## config.mk

```make
export PLATFORM = sky130hd
export DESIGN_NAME = flash_log_free_boundary_scan
export DESIGN_NICKNAME = d
export VERILOG_FILES = /design/src/hdl/flog_pkg.sv /design/src/hdl/flog_scan_core.sv /design/src/hdl/flash_log_free_boundary_scan.sv
export VERILOG_INCLUDE_DIRS = /design/src /design/src/hdl
export SDC_FILE = /design/constraint.sdc
export NUM_CORES = 1
export LEC_CHECK = 0
export BUFFER_PORTS_ARGS = -buffer_cell sky130_fd_sc_hd__buf_4
export CAP_MARGIN = 20
export CORE_UTILIZATION = 48
export DETAILED_ROUTE_END_ITERATION = 10
export PLACE_DENSITY = 0.81
export RECOVER_POWER = 25
export SKIP_LAST_GASP = 1
export SLEW_MARGIN = 20
export SYNTH_ARGS = -nofsm -noshare
export SYNTH_HDL_FRONTEND = slang
export SYNTH_SLANG_ARGS = --single-unit
```

## constraint.sdc

```tcl
create_clock -name clock -period 11.5 [get_ports clock]
set_clock_uncertainty 0.15 [all_clocks]
set_input_delay 0 -clock clock [delete_from_list [all_inputs] [get_ports clock]]
set_output_delay 0 -clock clock [all_outputs]
set_load 0.03 [all_outputs]
```

## src/hdl/flash_log_free_boundary_scan_macros.svh

```systemverilog
// Assertion helpers shared by the free-boundary scanner RTL.
// Each macro expects signals named clock and reset in the enclosing module.
`ifndef FLASH_LOG_FREE_BOUNDARY_SCAN_MACROS_SVH
`define FLASH_LOG_FREE_BOUNDARY_SCAN_MACROS_SVH

// Check a consequence in the same cycle as its trigger.
`define FLOG_ASSERT_NOW(label, trig, chk, msg) \
   label: assert property (@(posedge clock) disable iff (reset) (trig) |-> (chk)) \
      else $error(msg);

// Check a consequence in the cycle after its trigger.
`define FLOG_ASSERT_NEXT(label, trig, chk, msg) \
   label: assert property (@(posedge clock) disable iff (reset) (trig) |=> (chk)) \
      else $error(msg);

`endif

```

## src/hdl/flog_pkg.sv

```systemverilog
package flog_pkg;

   localparam int ADDR_W = 32;
   localparam int OFF_W  = 21;
   localparam int DATA_W = 16;

   localparam logic [OFF_W-1:0]  MIN_UNIT_BYTES = 21'd4;
   localparam logic [OFF_W-1:0]  MAX_UNIT_BYTES = 21'd1048576;
   localparam logic [OFF_W-1:0]  SCAN_WINDOW    = 21'd2;
   localparam logic [DATA_W-1:0] ERASED_WORD    = 16'hFFFF;

   typedef enum logic [1:0] {
      OP_START     = 2'd0,
      OP_READ_DATA = 2'd1,
      OP_READ_FAIL = 2'd2
   } opcode_type;

   typedef enum logic [1:0] {
      KIND_READ_REQ = 2'd0,
      KIND_DONE     = 2'd1,
      KIND_FAIL     = 2'd2
   } kind_type;

   typedef struct packed {
      logic [1:0]        opcode;
      logic [ADDR_W-1:0] base_address;
      logic [OFF_W-1:0]  unit_size;
      logic [DATA_W-1:0] read_data;
   } req_item_type;

   typedef struct packed {
      kind_type          kind;
      logic [ADDR_W-1:0] read_address;
      logic [OFF_W-1:0]  free_offset;
   } rsp_item_type;

endpackage

```

## src/hdl/flog_scan_core.sv

```systemverilog
`include "flash_log_free_boundary_scan_macros.svh"

module flog_scan_core (
   input  logic                  clock,
   input  logic                  reset,
   input  logic                  step_en,
   input  flog_pkg::req_item_type item,
   output logic                  res_valid,
   output flog_pkg::rsp_item_type res
);
   import flog_pkg::*;

   typedef enum logic [1:0] {
      PH_IDLE   = 2'd0,
      PH_HEAD   = 2'd1,
      PH_TAIL   = 2'd2,
      PH_SEARCH = 2'd3
   } phase_type;

   phase_type          phase_ff, phase_in;
   logic [ADDR_W-1:0]  sector_base_ff, sector_base_in;
   logic [OFF_W-1:0]   sector_size_ff, sector_size_in;
   logic [OFF_W-1:0]   written_bound_ff, written_bound_in;
   logic [OFF_W-1:0]   erased_bound_ff, erased_bound_in;
   logic [OFF_W-1:0]   probe_offset_ff, probe_offset_in;

   logic               erased;
   logic               size_bad;
   logic [OFF_W:0]     probe_end;
   logic [OFF_W-1:0]   upd_w, upd_e, sn_w, sn_e;
   logic               sn_go;
   logic [OFF_W:0]     sn_sum;
   logic [OFF_W-1:0]   sn_mid, sn_probe;
   logic [ADDR_W-1:0]  probe_addr, tail_addr;

   assign erased    = (item.read_data == ERASED_WORD);
   assign size_bad  = (item.unit_size < MIN_UNIT_BYTES) || (item.unit_size > MAX_UNIT_BYTES);
   assign probe_end = {1'b0, probe_offset_ff} + {1'b0, SCAN_WINDOW};

   // Narrow the window after a search probe answers.
   always_comb begin
      if (erased) begin
         upd_w = written_bound_ff;
         upd_e = probe_offset_ff;
      end else begin
         upd_e = erased_bound_ff;
         if (probe_end > {1'b0, written_bound_ff}) begin
            upd_w = probe_end[OFF_W-1:0];
         end else begin
            upd_w = written_bound_ff + 21'd1;
         end
      end
   end

   // A written head restarts the search over the whole sector.
   assign sn_w = (phase_ff == PH_HEAD) ? '0 : upd_w;
   assign sn_e = (phase_ff == PH_HEAD) ? sector_size_ff : upd_e;

   assign sn_go  = (sn_e > sn_w) && ((sn_e - sn_w) > SCAN_WINDOW);
   assign sn_sum = {1'b0, sn_w} + {1'b0, sn_e};
   assign sn_mid = sn_sum[OFF_W:1];

   // Clamp the probe so the two-byte window stays inside the sector.
   always_comb begin
      if (({1'b0, sn_mid} + {1'b0, SCAN_WINDOW}) > {1'b0, sector_size_ff}) begin
         sn_probe = sector_size_ff - SCAN_WINDOW;
      end else begin
         sn_probe = sn_mid;
      end
   end

   assign probe_addr = sector_base_ff + {{(ADDR_W-OFF_W){1'b0}}, sn_probe};
   assign tail_addr  = sector_base_ff + {{(ADDR_W-OFF_W){1'b0}}, sector_size_ff}
                       - {{(ADDR_W-OFF_W){1'b0}}, SCAN_WINDOW};

   always_comb begin
      phase_in         = phase_ff;
      sector_base_in   = sector_base_ff;
      sector_size_in   = sector_size_ff;
      written_bound_in = written_bound_ff;
      erased_bound_in  = erased_bound_ff;
      probe_offset_in  = probe_offset_ff;
      res_valid        = 1'b0;
      res              = '0;
      res.kind         = KIND_READ_REQ;

      unique case (item.opcode)
         OP_START: begin
            res_valid = 1'b1;
            if (size_bad) begin
               phase_in = PH_IDLE;
               res.kind = KIND_FAIL;
            end else begin
               sector_base_in   = item.base_address;
               sector_size_in   = item.unit_size;
               written_bound_in = '0;
               erased_bound_in  = '0;
               probe_offset_in  = '0;
               phase_in         = PH_HEAD;
               res.read_address = item.base_address;
            end
         end
         OP_READ_FAIL: begin
            if (phase_ff != PH_IDLE) begin
               phase_in  = PH_IDLE;
               res_valid = 1'b1;
               res.kind  = KIND_FAIL;
            end
         end
         OP_READ_DATA: begin
            unique case (phase_ff)
               PH_IDLE: begin
               end
               PH_TAIL: begin
                  phase_in        = PH_IDLE;
                  res_valid       = 1'b1;
                  res.kind        = KIND_DONE;
                  res.free_offset = erased ? '0 : sector_size_ff;
               end
               PH_HEAD, PH_SEARCH: begin
                  res_valid = 1'b1;
                  if ((phase_ff == PH_HEAD) && erased) begin
                     phase_in         = PH_TAIL;
                     res.read_address = tail_addr;
                  end else begin
                     written_bound_in = sn_w;
                     erased_bound_in  = sn_e;
                     if (sn_go) begin
                        probe_offset_in  = sn_probe;
                        phase_in         = PH_SEARCH;
                        res.read_address = probe_addr;
                     end else begin
                        phase_in        = PH_IDLE;
                        res.kind        = KIND_DONE;
                        res.free_offset = sn_w;
                     end
                  end
               end
               default: begin
               end
            endcase
         end
         default: begin
         end
      endcase
   end

   always_ff @(posedge clock) begin
      if (reset) begin
         phase_ff         <= PH_IDLE;
         sector_base_ff   <= '0;
         sector_size_ff   <= '0;
         written_bound_ff <= '0;
         erased_bound_ff  <= '0;
         probe_offset_ff  <= '0;
      end else if (step_en) begin
         phase_ff         <= phase_in;
         sector_base_ff   <= sector_base_in;
         sector_size_ff   <= sector_size_in;
         written_bound_ff <= written_bound_in;
         erased_bound_ff  <= erased_bound_in;
         probe_offset_ff  <= probe_offset_in;
      end
   end

   // An outstanding search probe lies inside the open window.
   `FLOG_ASSERT_NOW(a_probe_in_window, phase_ff == PH_SEARCH,
      (probe_offset_ff >= written_bound_ff) && (probe_offset_ff < erased_bound_ff),
      "search probe outside window")

   // The probe window never reaches past the sector end.
   `FLOG_ASSERT_NOW(a_probe_in_sector, phase_ff == PH_SEARCH,
      probe_end <= {1'b0, sector_size_ff}, "search probe past sector end")

   // A finished scan leaves the scanner idle.
   `FLOG_ASSERT_NEXT(a_done_goes_idle, step_en && res_valid && (res.kind == KIND_DONE),
      phase_ff == PH_IDLE, "scanner busy after done")

   // Read data while idle produces nothing.
   `FLOG_ASSERT_NOW(a_idle_data_silent,
      (phase_ff == PH_IDLE) && (item.opcode == OP_READ_DATA), !res_valid,
      "result from stray read data")

endmodule

```

## src/hdl/flash_log_free_boundary_scan.sv

```systemverilog
// Flash log free-boundary scanner.
// Finds the first unwritten byte offset of an append-only flash sector by
// driving two-byte probe reads and consuming their answers.
// Request channel (req_): tuser carries the opcode (start scan, read data
// returned, read failed); tdata carries the sector base, size and read word.
// Response channel (rsp_): tuser carries the kind (read request, scan done,
// scan failed); tdata carries the probe address and the free offset.
// Each request transfer yields at most one response transfer; stray read
// answers while idle and the unused opcode yield none.
// A request transfer loads the request register; the scan step then loads the
// response register from it, and the response transfer leaves from there.
// Throughput is one request per cycle while responses drain; the scan step is
// a single compare, add and halving on 21-bit bounds between the two registers.
// Reset (synchronous, active high) empties both registers and returns the
// scanner to idle with all bounds cleared.
// When the receiver stalls, the pending response holds; the queued request
// waits in its register and req_tready drops until the response moves.
module flash_log_free_boundary_scan (
   input  logic        clock,
   input  logic        reset,
   input  logic        req_tvalid,
   output logic        req_tready,
   input  logic [71:0] req_tdata,  // base_address[31:0], unit_size[52:32], read_data[68:53]
   input  logic [1:0]  req_tuser,  // opcode[1:0]
   output logic        rsp_tvalid,
   input  logic        rsp_tready,
   output logic [55:0] rsp_tdata,  // read_address[31:0], free_offset[52:32]
   output logic [1:0]  rsp_tuser   // kind[1:0]
);
   import flog_pkg::*;

   logic         in_valid_ff, in_valid_in;
   req_item_type in_item_ff, in_item_in;
   logic         out_valid_ff, out_valid_in;
   rsp_item_type out_item_ff, out_item_in;

   logic         req_fire;
   logic         advance;
   logic         core_res_valid;
   rsp_item_type core_res;

   // Step the scanner whenever a request is held and the response slot is free
   // or draining this cycle.
   assign advance    = in_valid_ff && (!out_valid_ff || rsp_tready);
   assign req_tready = !in_valid_ff || advance;
   assign req_fire   = req_tvalid && req_tready;

   // Unpack the request transfer.
   always_comb begin
      in_item_in              = in_item_ff;
      if (req_fire) begin
         in_item_in.opcode       = req_tuser;
         in_item_in.base_address = req_tdata[31:0];
         in_item_in.unit_size    = req_tdata[52:32];
         in_item_in.read_data    = req_tdata[68:53];
      end
   end

   always_comb begin
      if (req_fire) begin
         in_valid_in = 1'b1;
      end else if (advance) begin
         in_valid_in = 1'b0;
      end else begin
         in_valid_in = in_valid_ff;
      end
   end

   flog_scan_core u_core (
      .clock     (clock),
      .reset     (reset),
      .step_en   (advance),
      .item      (in_item_ff),
      .res_valid (core_res_valid),
      .res       (core_res)
   );

   // Load a fresh result on a step, drop the old one once transferred.
   always_comb begin
      out_item_in = out_item_ff;
      if (advance) begin
         out_valid_in = core_res_valid;
         out_item_in  = core_res;
      end else if (rsp_tready) begin
         out_valid_in = 1'b0;
      end else begin
         out_valid_in = out_valid_ff;
      end
   end

   always_ff @(posedge clock) begin
      if (reset) begin
         in_valid_ff  <= 1'b0;
         out_valid_ff <= 1'b0;
      end else begin
         in_valid_ff  <= in_valid_in;
         out_valid_ff <= out_valid_in;
      end
      in_item_ff  <= in_item_in;
      out_item_ff <= out_item_in;
   end

   assign rsp_tvalid = out_valid_ff;
   assign rsp_tuser  = out_item_ff.kind;
   assign rsp_tdata  = {3'b000, out_item_ff.free_offset, out_item_ff.read_address};

endmodule
```

==> metrics.txt, run 1 <==
Register Area around 6200 sq um; post-DP HPWL 44090 um; top-area cell type share of the netlist area roughly a fifth; routed len/inst roughly 20 um; Max H-tree Level 1; max-cap check violation count 0; crit path max fanout 13; Clk pin slew, worst setup/hold paths 0.07 ns; CTS Sinks ~250; DP Area about 21000 sq um; Multi-input gate area roughly 11000 sq um; Post-synth top cells nand2_1 (289), a21oi_1 (184), ha_1 (179), inv_1 (177), nor2_1 (149); Die X 196.8 um; share of cells above drive strength 1 about 15%; actual slew at the worst max-slew pin 1.156 ns; fin crit share between 90% and 100%; initial DRC count 1717; total global-route track usage between 30% and 40%; EDFF count, synth around 130; Cell variety after synth between 90 and 100; CP Class flop to flop; DRT antenna net count 0; design area 23230 sq um; VDD IR max about 130 uV; Synth area leader edfxtp_1; Slowest-stage cell, CP or4_4; ys async rst share 0%; status finished clean; synthesis-to-finish area growth 27.49%; global route overflow 0; most common cell in the netlist nand2_1; total power around 0.0038 W; Crit path max-delay family compound AO/OA/AOI/OAI gates; DRC 0; syn avg cell area about 8.4 sq um; Worst Path Arrival approximately 11 ns; vias in the first global route ~17000; wirelength, routed between 60000 and 70000 um; CTS max path bufs 3; Final Core Density about three fifths; largest net degree at the start of global routing between 90 and 100; GPL Wtd Cong slightly above 1; Die Area between 30000 and 40000 sq um; vias per inst between 5 and 6; leak pwr ~9.6 nW; antenna fix cells 0; DRT Pass-1 Iters 6; NumNets Final between 2000 and 3000; cell mode on critical path buf_4; Crit. End Element flop; required time of the critical path 11.68 ns; clock root buffer clkbuf_16; setup violators final 0; Syn Std Cell Area 18220 sq um; Top Ports approximately 140; largest cells by area after synthesis edfxtp_1 (21%), dfxtp_1 (13%), ha_1 (12%); PD cells ~160 nW/um^2; CTS tree yes; Worst-Skew Late Latency between 0.5 and 0.6 ns; Hold WC Path Type input port to flop; fin. max-slew vios 0; synthesized instance count 2169; num rows 71; starting density of the core ~49%; fin cells 3089; DIE HEIGHT between 150 and 200 um; total number of vias about 18000; PortBufs approximately 130; FMAX roughly 0.090 GHz; Final min period approximately 11 ns; CP startpoint kind flop; final hold vios 0; Setup Slack @ Placement roughly 0.03 ns; Largest stage delay, worst path about 0.56 ns; post-synthesis register bit count roughly 250; WP buf/inv 8; Setup WS post-layout roughly 0.38 ns; Max-slew headroom between 20% and 30%; Seq/Total Area, Yosys about 34%; Synth Warn # 0; core area 37490 sq um; clock buffer count from CTS 28; antenna violations before repair 0; Filler cells ~3200; global-route wire length before repair 96030 um; Top FF cell, synth edfxtp_1; Placed Cells around 2900
-- placed cells by master, fill, tap and decap left out, types with 10 or more instances in the layout --
cell type | Yosys | routed
a2111oi_0 | 15 | 13
a211oi_1 | 14 | 10
a21o_1 | 32 | 32
a21oi_1 | 184 | 184
a22o_1 | 22 | 22
a22oi_1 | 38 | 38
a31oi_1 | 39 | 38
a32o_1 | 18 | 18
and2_1 | 12 | 11
and3_1 | 21 | 20
buf_4 | 5 | 208
clkbuf_1 | 78 | 39
clkbuf_16 | 0 | 29
clkbuf_4 | 0 | 71
dfxtp_1 | 120 | 120
dlygate4sd3_1 | 0 | 144
edfxtp_1 | 126 | 126
ha_1 | 179 | 178
inv_1 | 177 | 176
mux2i_1 | 16 | 15
nand2_1 | 289 | 289
nand2b_1 | 17 | 17
nand3_1 | 68 | 68
nand4_1 | 29 | 29
nor2_1 | 149 | 144
nor2b_1 | 17 | 17
nor3_1 | 46 | 44
nor4_1 | 16 | 14
o21ai_0 | 99 | 95
o2bb2ai_1 | 22 | 22
o31ai_1 | 12 | 10
or3_1 | 13 | 13
xnor2_1 | 95 | 95
xor2_1 | 34 | 32
-- per-stage QoR --
step | hold WS (ns) | TNS (ns)
detailed placement | 0.02944 | 0
CTS | 0.001473 | 0
floorplan | -0.05113 | 0
finish | 0.03427 | 0
global placement | 0.02845 | 0
global route | 0.02430 | -0.3894
-- layer usage --
metal | global-route usage [%] | routed length (um)
met1 | 41.39 | 26080
met5 | 0 | 0
met2 | 52.17 | 28890
met3 | 5.698 | 5113
met4 | 12.26 | 2507
-- flip-flops by register name, summed over array words and instances (netlist names), 2 cells and up --
name                     count
u_core.probe_offset_ff      21
u_core.phase_ff              2
rsp_tdata                   53
u_core.erased_bound_ff      21
u_core.written_bound_ff     21
in_item_ff                  71
u_core.sector_base_ff       32
rsp_tuser                    2
u_core.sector_size_ff       21
-- final cells by class --
type                            count  share of cell area [%]
Tap cell                          511                   2.752
Multi-Input combinational cell   1640                   47.62
Clock inverter                     18                  0.8510
Clock buffer                       34                   3.291
Sequential cell                   246                   26.63
Inverter                          179                   2.892
Timing Repair Buffer              461                   15.97
-- final timing paths --
path,slack [ns],endpoint,cells after the start,from
max reg2reg,0.38,rsp_tdata[27],50,u_core.probe_offset_ff[9]
min,0.03,in_item_ff[3],2,req_tdata[56]
max,0.38,rsp_tdata[27],50,u_core.probe_offset_ff[9]
min reg2reg,0.30,u_core.erased_bound_ff[17],2,u_core.erased_bound_ff[17]
-- what timing repair did --
item,CTS,global route
hold buffers,143,1
setup endpoints to repair,4,23
endpoints found under the hold margin,73,1
gates resized for setup,1,38
setup buffers,0,2
pin swaps,0,3
-- cell families (layout without fill, tap and decap cells) --
kind of cell | Yosys count | count (layout) | synth area share (%)
AOI/OAI and AO/OA | 590 | 590 | 21.53
xor gates and xnor gates | 129 | 129 | 6.200
other | 1 | 3 | 0.02058
and+or+nand+nor | 717 | 717 | 18.27
buffers and inverters | 285 | 692 | 6.303
muxes | 18 | 18 | 1.002
DFF | 246 | 246 | 33.95
adders and majority gates | 183 | 183 | 12.73
-- where the power goes --
group	total, W	leakage [nW]	switching [W]	internal (W)
logic	0.00190	6.93	0.00104	0.000864
clock network	0.000950	0.460	0.000405	0.000545
registers	0.000967	2.21	0.0000173	0.000950
total	0.00382	9.60	0.00146	0.00236
No activity file was read; power rests on OpenSTA's default activity.
==> inputs of run 2 (changes only) <==
--- a/config.mk
+++ b/config.mk
@@ -6,11 +6,12 @@
 export SDC_FILE = /design/constraint.sdc
 export NUM_CORES = 1
 export LEC_CHECK = 0
+export ABC_AREA = 1
 export BUFFER_PORTS_ARGS = -buffer_cell sky130_fd_sc_hd__buf_4
 export CAP_MARGIN = 20
 export CORE_UTILIZATION = 48
 export DETAILED_ROUTE_END_ITERATION = 10
-export PLACE_DENSITY = 0.81
+export PLACE_DENSITY = 0.8
 export RECOVER_POWER = 25
 export SKIP_LAST_GASP = 1
 export SLEW_MARGIN = 20
==> metrics.txt, run 2 <==
syn avg cell area 6.958 sq um (was 8.401 sq um); Cell variety after synth 57 (was 94); Clk network pwr share 25.6% (was 24.9%); cell mode on critical path nand2_1 (was buf_4); commonest non-fill, non-tap cells in the layout nand2_1 (715), inv_1 (375), a21oi_1 (287) (was nand2_1 (289), buf_4 (208), a21oi_1 (184)); Worst Path Arrival 10.83 ns (was 11.30 ns); xor-xnor portion of the synthesized cell area 4.536% (was 6.200%); total global-route track usage 30.91% (was 31.74%); Setup WS post-layout 0.8047 ns (was 0.3787 ns); largest cells by area after synthesis edfxtp_1 (19%), nand2_1 (13%), dfxtp_1 (12%) (was edfxtp_1 (21%), dfxtp_1 (13%), ha_1 (12%)); min-delay src req_tdata[40] (was req_tdata[56]); Top Ports 138 (unchanged); synthesis-to-finish area growth 15.70% (was 27.49%); max FFs per register 71 (unchanged); largest net degree at the start of global routing 106 (was 93); num rows 75 (was 71); vias per inst 5.707 (was 5.899); required time of the critical path 11.64 ns (was 11.68 ns); Worst-Skew Late Latency 0.58 ns (about the same); Hold WC Path Type input port to flop (unchanged); post-synthesis register bit count 246 (unchanged); postcts setup bufs 0 (unchanged); CTS Sinks 246 (unchanged); crit path max fanout 29 (was 13); setup violators final 0 (unchanged); starting density of the core 48.67% (was 48.61%); GRT Max-Usage Layer met2 (unchanged); Top FF cell, synth edfxtp_1 (unchanged); leak pwr 10.92 nW (was 9.603 nW); Synth area leader edfxtp_1 (unchanged); NumNets Final 3385 (was 2817); switching power 0.001558 W (was 0.001461 W); Slowest-stage cell, CP dfxtp_1 (was or4_4); CP Class flop to flop (unchanged); global-route wire length before repair 105500 um (was 96030 um); synthesized instance count 2934 (was 2169); PortBufs 131 (unchanged); clock buffer count from CTS 26 (was 28); DIE HEIGHT 208.2 um (was 196.8 um); Comb pwr share 47.4% (was 49.8%); grt met2 use 49.93% (was 52.17%); complex-gate fraction of the synthesized area 14.64% (was 21.53%); ys async rst share 0% (unchanged); Sw Ratio 43.14% (was 38.24%); Seq/Total Area, Yosys 30.30% (was 33.95%); clock root buffer clkbuf_16 (unchanged); max-cap check violation count 0 (unchanged); Max H-tree Level 1 (unchanged); Crit. End Element flop (unchanged); vias in the first global route 19759 (was 17335); EDFF count, synth 126 (unchanged); most common cell in the netlist nand2_1 (unchanged); post-synthesis mux area share 0% (was 1.002%); GPL Wtd Cong 1.051 (was 1.007); Clk pin slew, worst setup/hold paths 0.07 ns (about the same); Int Power 0.002053 W (was 0.002359 W); top-area cell type share of the netlist area 18.54% (was 20.76%); fin. max-slew vios 0 (unchanged); fin crit share 93.00% (was 96.71%); DRC 0 (unchanged); design area 23620 sq um (was 23230 sq um); Syn Std Cell Area 20410 sq um (was 18220 sq um); commonest non-fill, non-tap cell in the layout nand2_1 (unchanged); simple-gate share of the synthesized area 29.11% (was 18.27%); final hold vios 0 (unchanged); FMAX 0.09350 GHz (was 0.08992 GHz); post-DP HPWL 49290 um (was 44090 um); Die X 208.2 um (was 196.8 um); unrepaired setup endpoints after global routing false; wirelength, routed 68550 um (was 62580 um); Setup Slack @ Placement 0.9797 ns (was 0.03087 ns); global route overflow 0 (unchanged); antenna fix cells 0 (unchanged); total number of vias 21014 (was 18221); PD cells 152.9 nW/um^2 (was 164.4 nW/um^2); total power 0.003611 W (was 0.003820 W); routed len/inst 18.62 um (was 20.26 um); CTS tree yes (unchanged); reg2reg path depth 61 (was 50); Max-slew headroom 31.71% (was 22.87%); Filler cells 3720 (was 3171); VDD IR max 128.4 uV (was 127.6 uV); M3 GR Usage 5.555% (was 5.698%); core area 41950 sq um (was 37490 sq um); crit path launch u_core.probe_offset_ff[2] (was u_core.probe_offset_ff[9]); Final Core Density 56.30% (was 61.97%); main combinational cell family by area after synthesis simple AND/OR/NAND/NOR gates (was compound AO/OA/AOI/OAI gates); Largest stage delay, worst path 0.42 ns (was 0.56 ns); Flop pwr share 27.0% (was 25.3%); Die Area 43360 sq um (was 38750 sq um); Critical R2R Launch u_core.probe_offset_ff[2] (was u_core.probe_offset_ff[9]); Adder-Cell Fraction of Synth Area 11.36% (was 12.73%); actual slew at the worst max-slew pin 1.024 ns (was 1.156 ns); DP Area 21760 sq um (was 20760 sq um); Synth Warn # 0 (unchanged); TNS Setup 0 ns (unchanged); initial DRC count 2515 (was 1717); CP startpoint kind flop (unchanged); DRT antenna net count 0 (unchanged); Post-synth top cells nand2_1 (718), inv_1 (378), a21oi_1 (287), nand3_1 (208), nor2_1 (206) (was nand2_1 (289), a21oi_1 (184), ha_1 (179), inv_1 (177), nor2_1 (149)); CTS max path bufs 3 (unchanged); hold path depth 2 (unchanged); DRT Pass-1 Iters 7 (was 6); share of cells above drive strength 1 9.768% (was 15.21%); Top reg by flops in_item_ff (unchanged); antenna violations before repair 1 (was 0); Final min period 10.70 ns (was 11.12 ns); status finished clean (unchanged); met1 usage 38.83% (was 41.39%)
==> run 2: cell types whose count changed after synthesis, sizes merged, moves of 35 or more <==
cell   before  now
a31oi      40    5
inv       178  399
nand2     289  755
a21oi     186  315
o21ai     100  176
nor2      151  240
xnor2      95   17
xor2       34   87
nand3      69  212
==> run 2: repair_timing <==
action / 4_1_cts / 5_1_grt
endpoints found under the hold margin: 133 / 3
endpoints found under the setup margin: 0 / 12
hold buffers: 106 / 3
gates resized for setup: 0 / 5
==> run 2: final timing paths <==
path              slack, ns                    endpoint
hold reg to reg        0.32  u_core.erased_bound_ff[14]
setup reg to reg       0.80               rsp_tdata[30]
setup / recovery       0.80               rsp_tdata[30]
hold / removal         0.02              in_item_ff[24]
==> run 2: power by group through the flow <==
stage | Combinational [W] | Sequential [W] | Clock, W
2_1_floorplan | 0.00121 | 0.00100 | 0
3_3_place_gp | 0.00161 | 0.000991 | 0
3_5_place_dp | 0.00163 | 0.000992 | 0
4_1_cts | 0.00167 | 0.000973 | 0.000919
5_1_grt | 0.00189 | 0.000977 | 0.000956
6_report | 0.00171 | 0.000975 | 0.000924
==> run 2: cell type report <==
| cell class | count | area, sq um | area share (%) |
|---|---|---|---|
| flip-flops and latches | 246 | 6186 | 26.19 |
| well taps | 539 | 674.4 | 2.855 |
| inverters | 403 | 1515 | 6.416 |
| repair buffers | 265 | 2116 | 8.958 |
| clock buffers | 28 | 658.1 | 2.787 |
| multi-input cells | 2182 | 12220 | 51.73 |
| clock inverters | 19 | 251.5 | 1.065 |
==> run 2: logic make-up after synthesis <==
kind of cell | after synthesis
and+or+nand+nor | 1345
xor gates and xnor gates | 104
other | 1
adders and majority gates | 183
DFF | 246
AOI/OAI and AO/OA | 547
buffers and inverters | 508
==> run 2: metal layers <==
metal,wire (um),vias to the layer above
li1,-,10008
met4,4145,0
met1,26650,9497
met5,0,-
met2,30690,1244
met3,7061,265
==> run 2: metrics by stage <==
step | hold WS (ns) | std cells
floorplan | -0.05113 | 2936
detailed placement | 0.02925 | 3526
finish | 0.01650 | 3682
CTS | 0.0002866 | 3679
global route | 0.02095 | 3682
global placement | 0.02780 | 3526
==> run 2: worst max-delay path, delay by kind of cell (launching register included) <==
family,cells,cell delay [ns]
compound gates,7,1.38
xor+xnor,3,0.57
fa+ha+maj,7,2.15
buf+inv,8,1.13
flops,1,0.42
simple gates,36,4.61
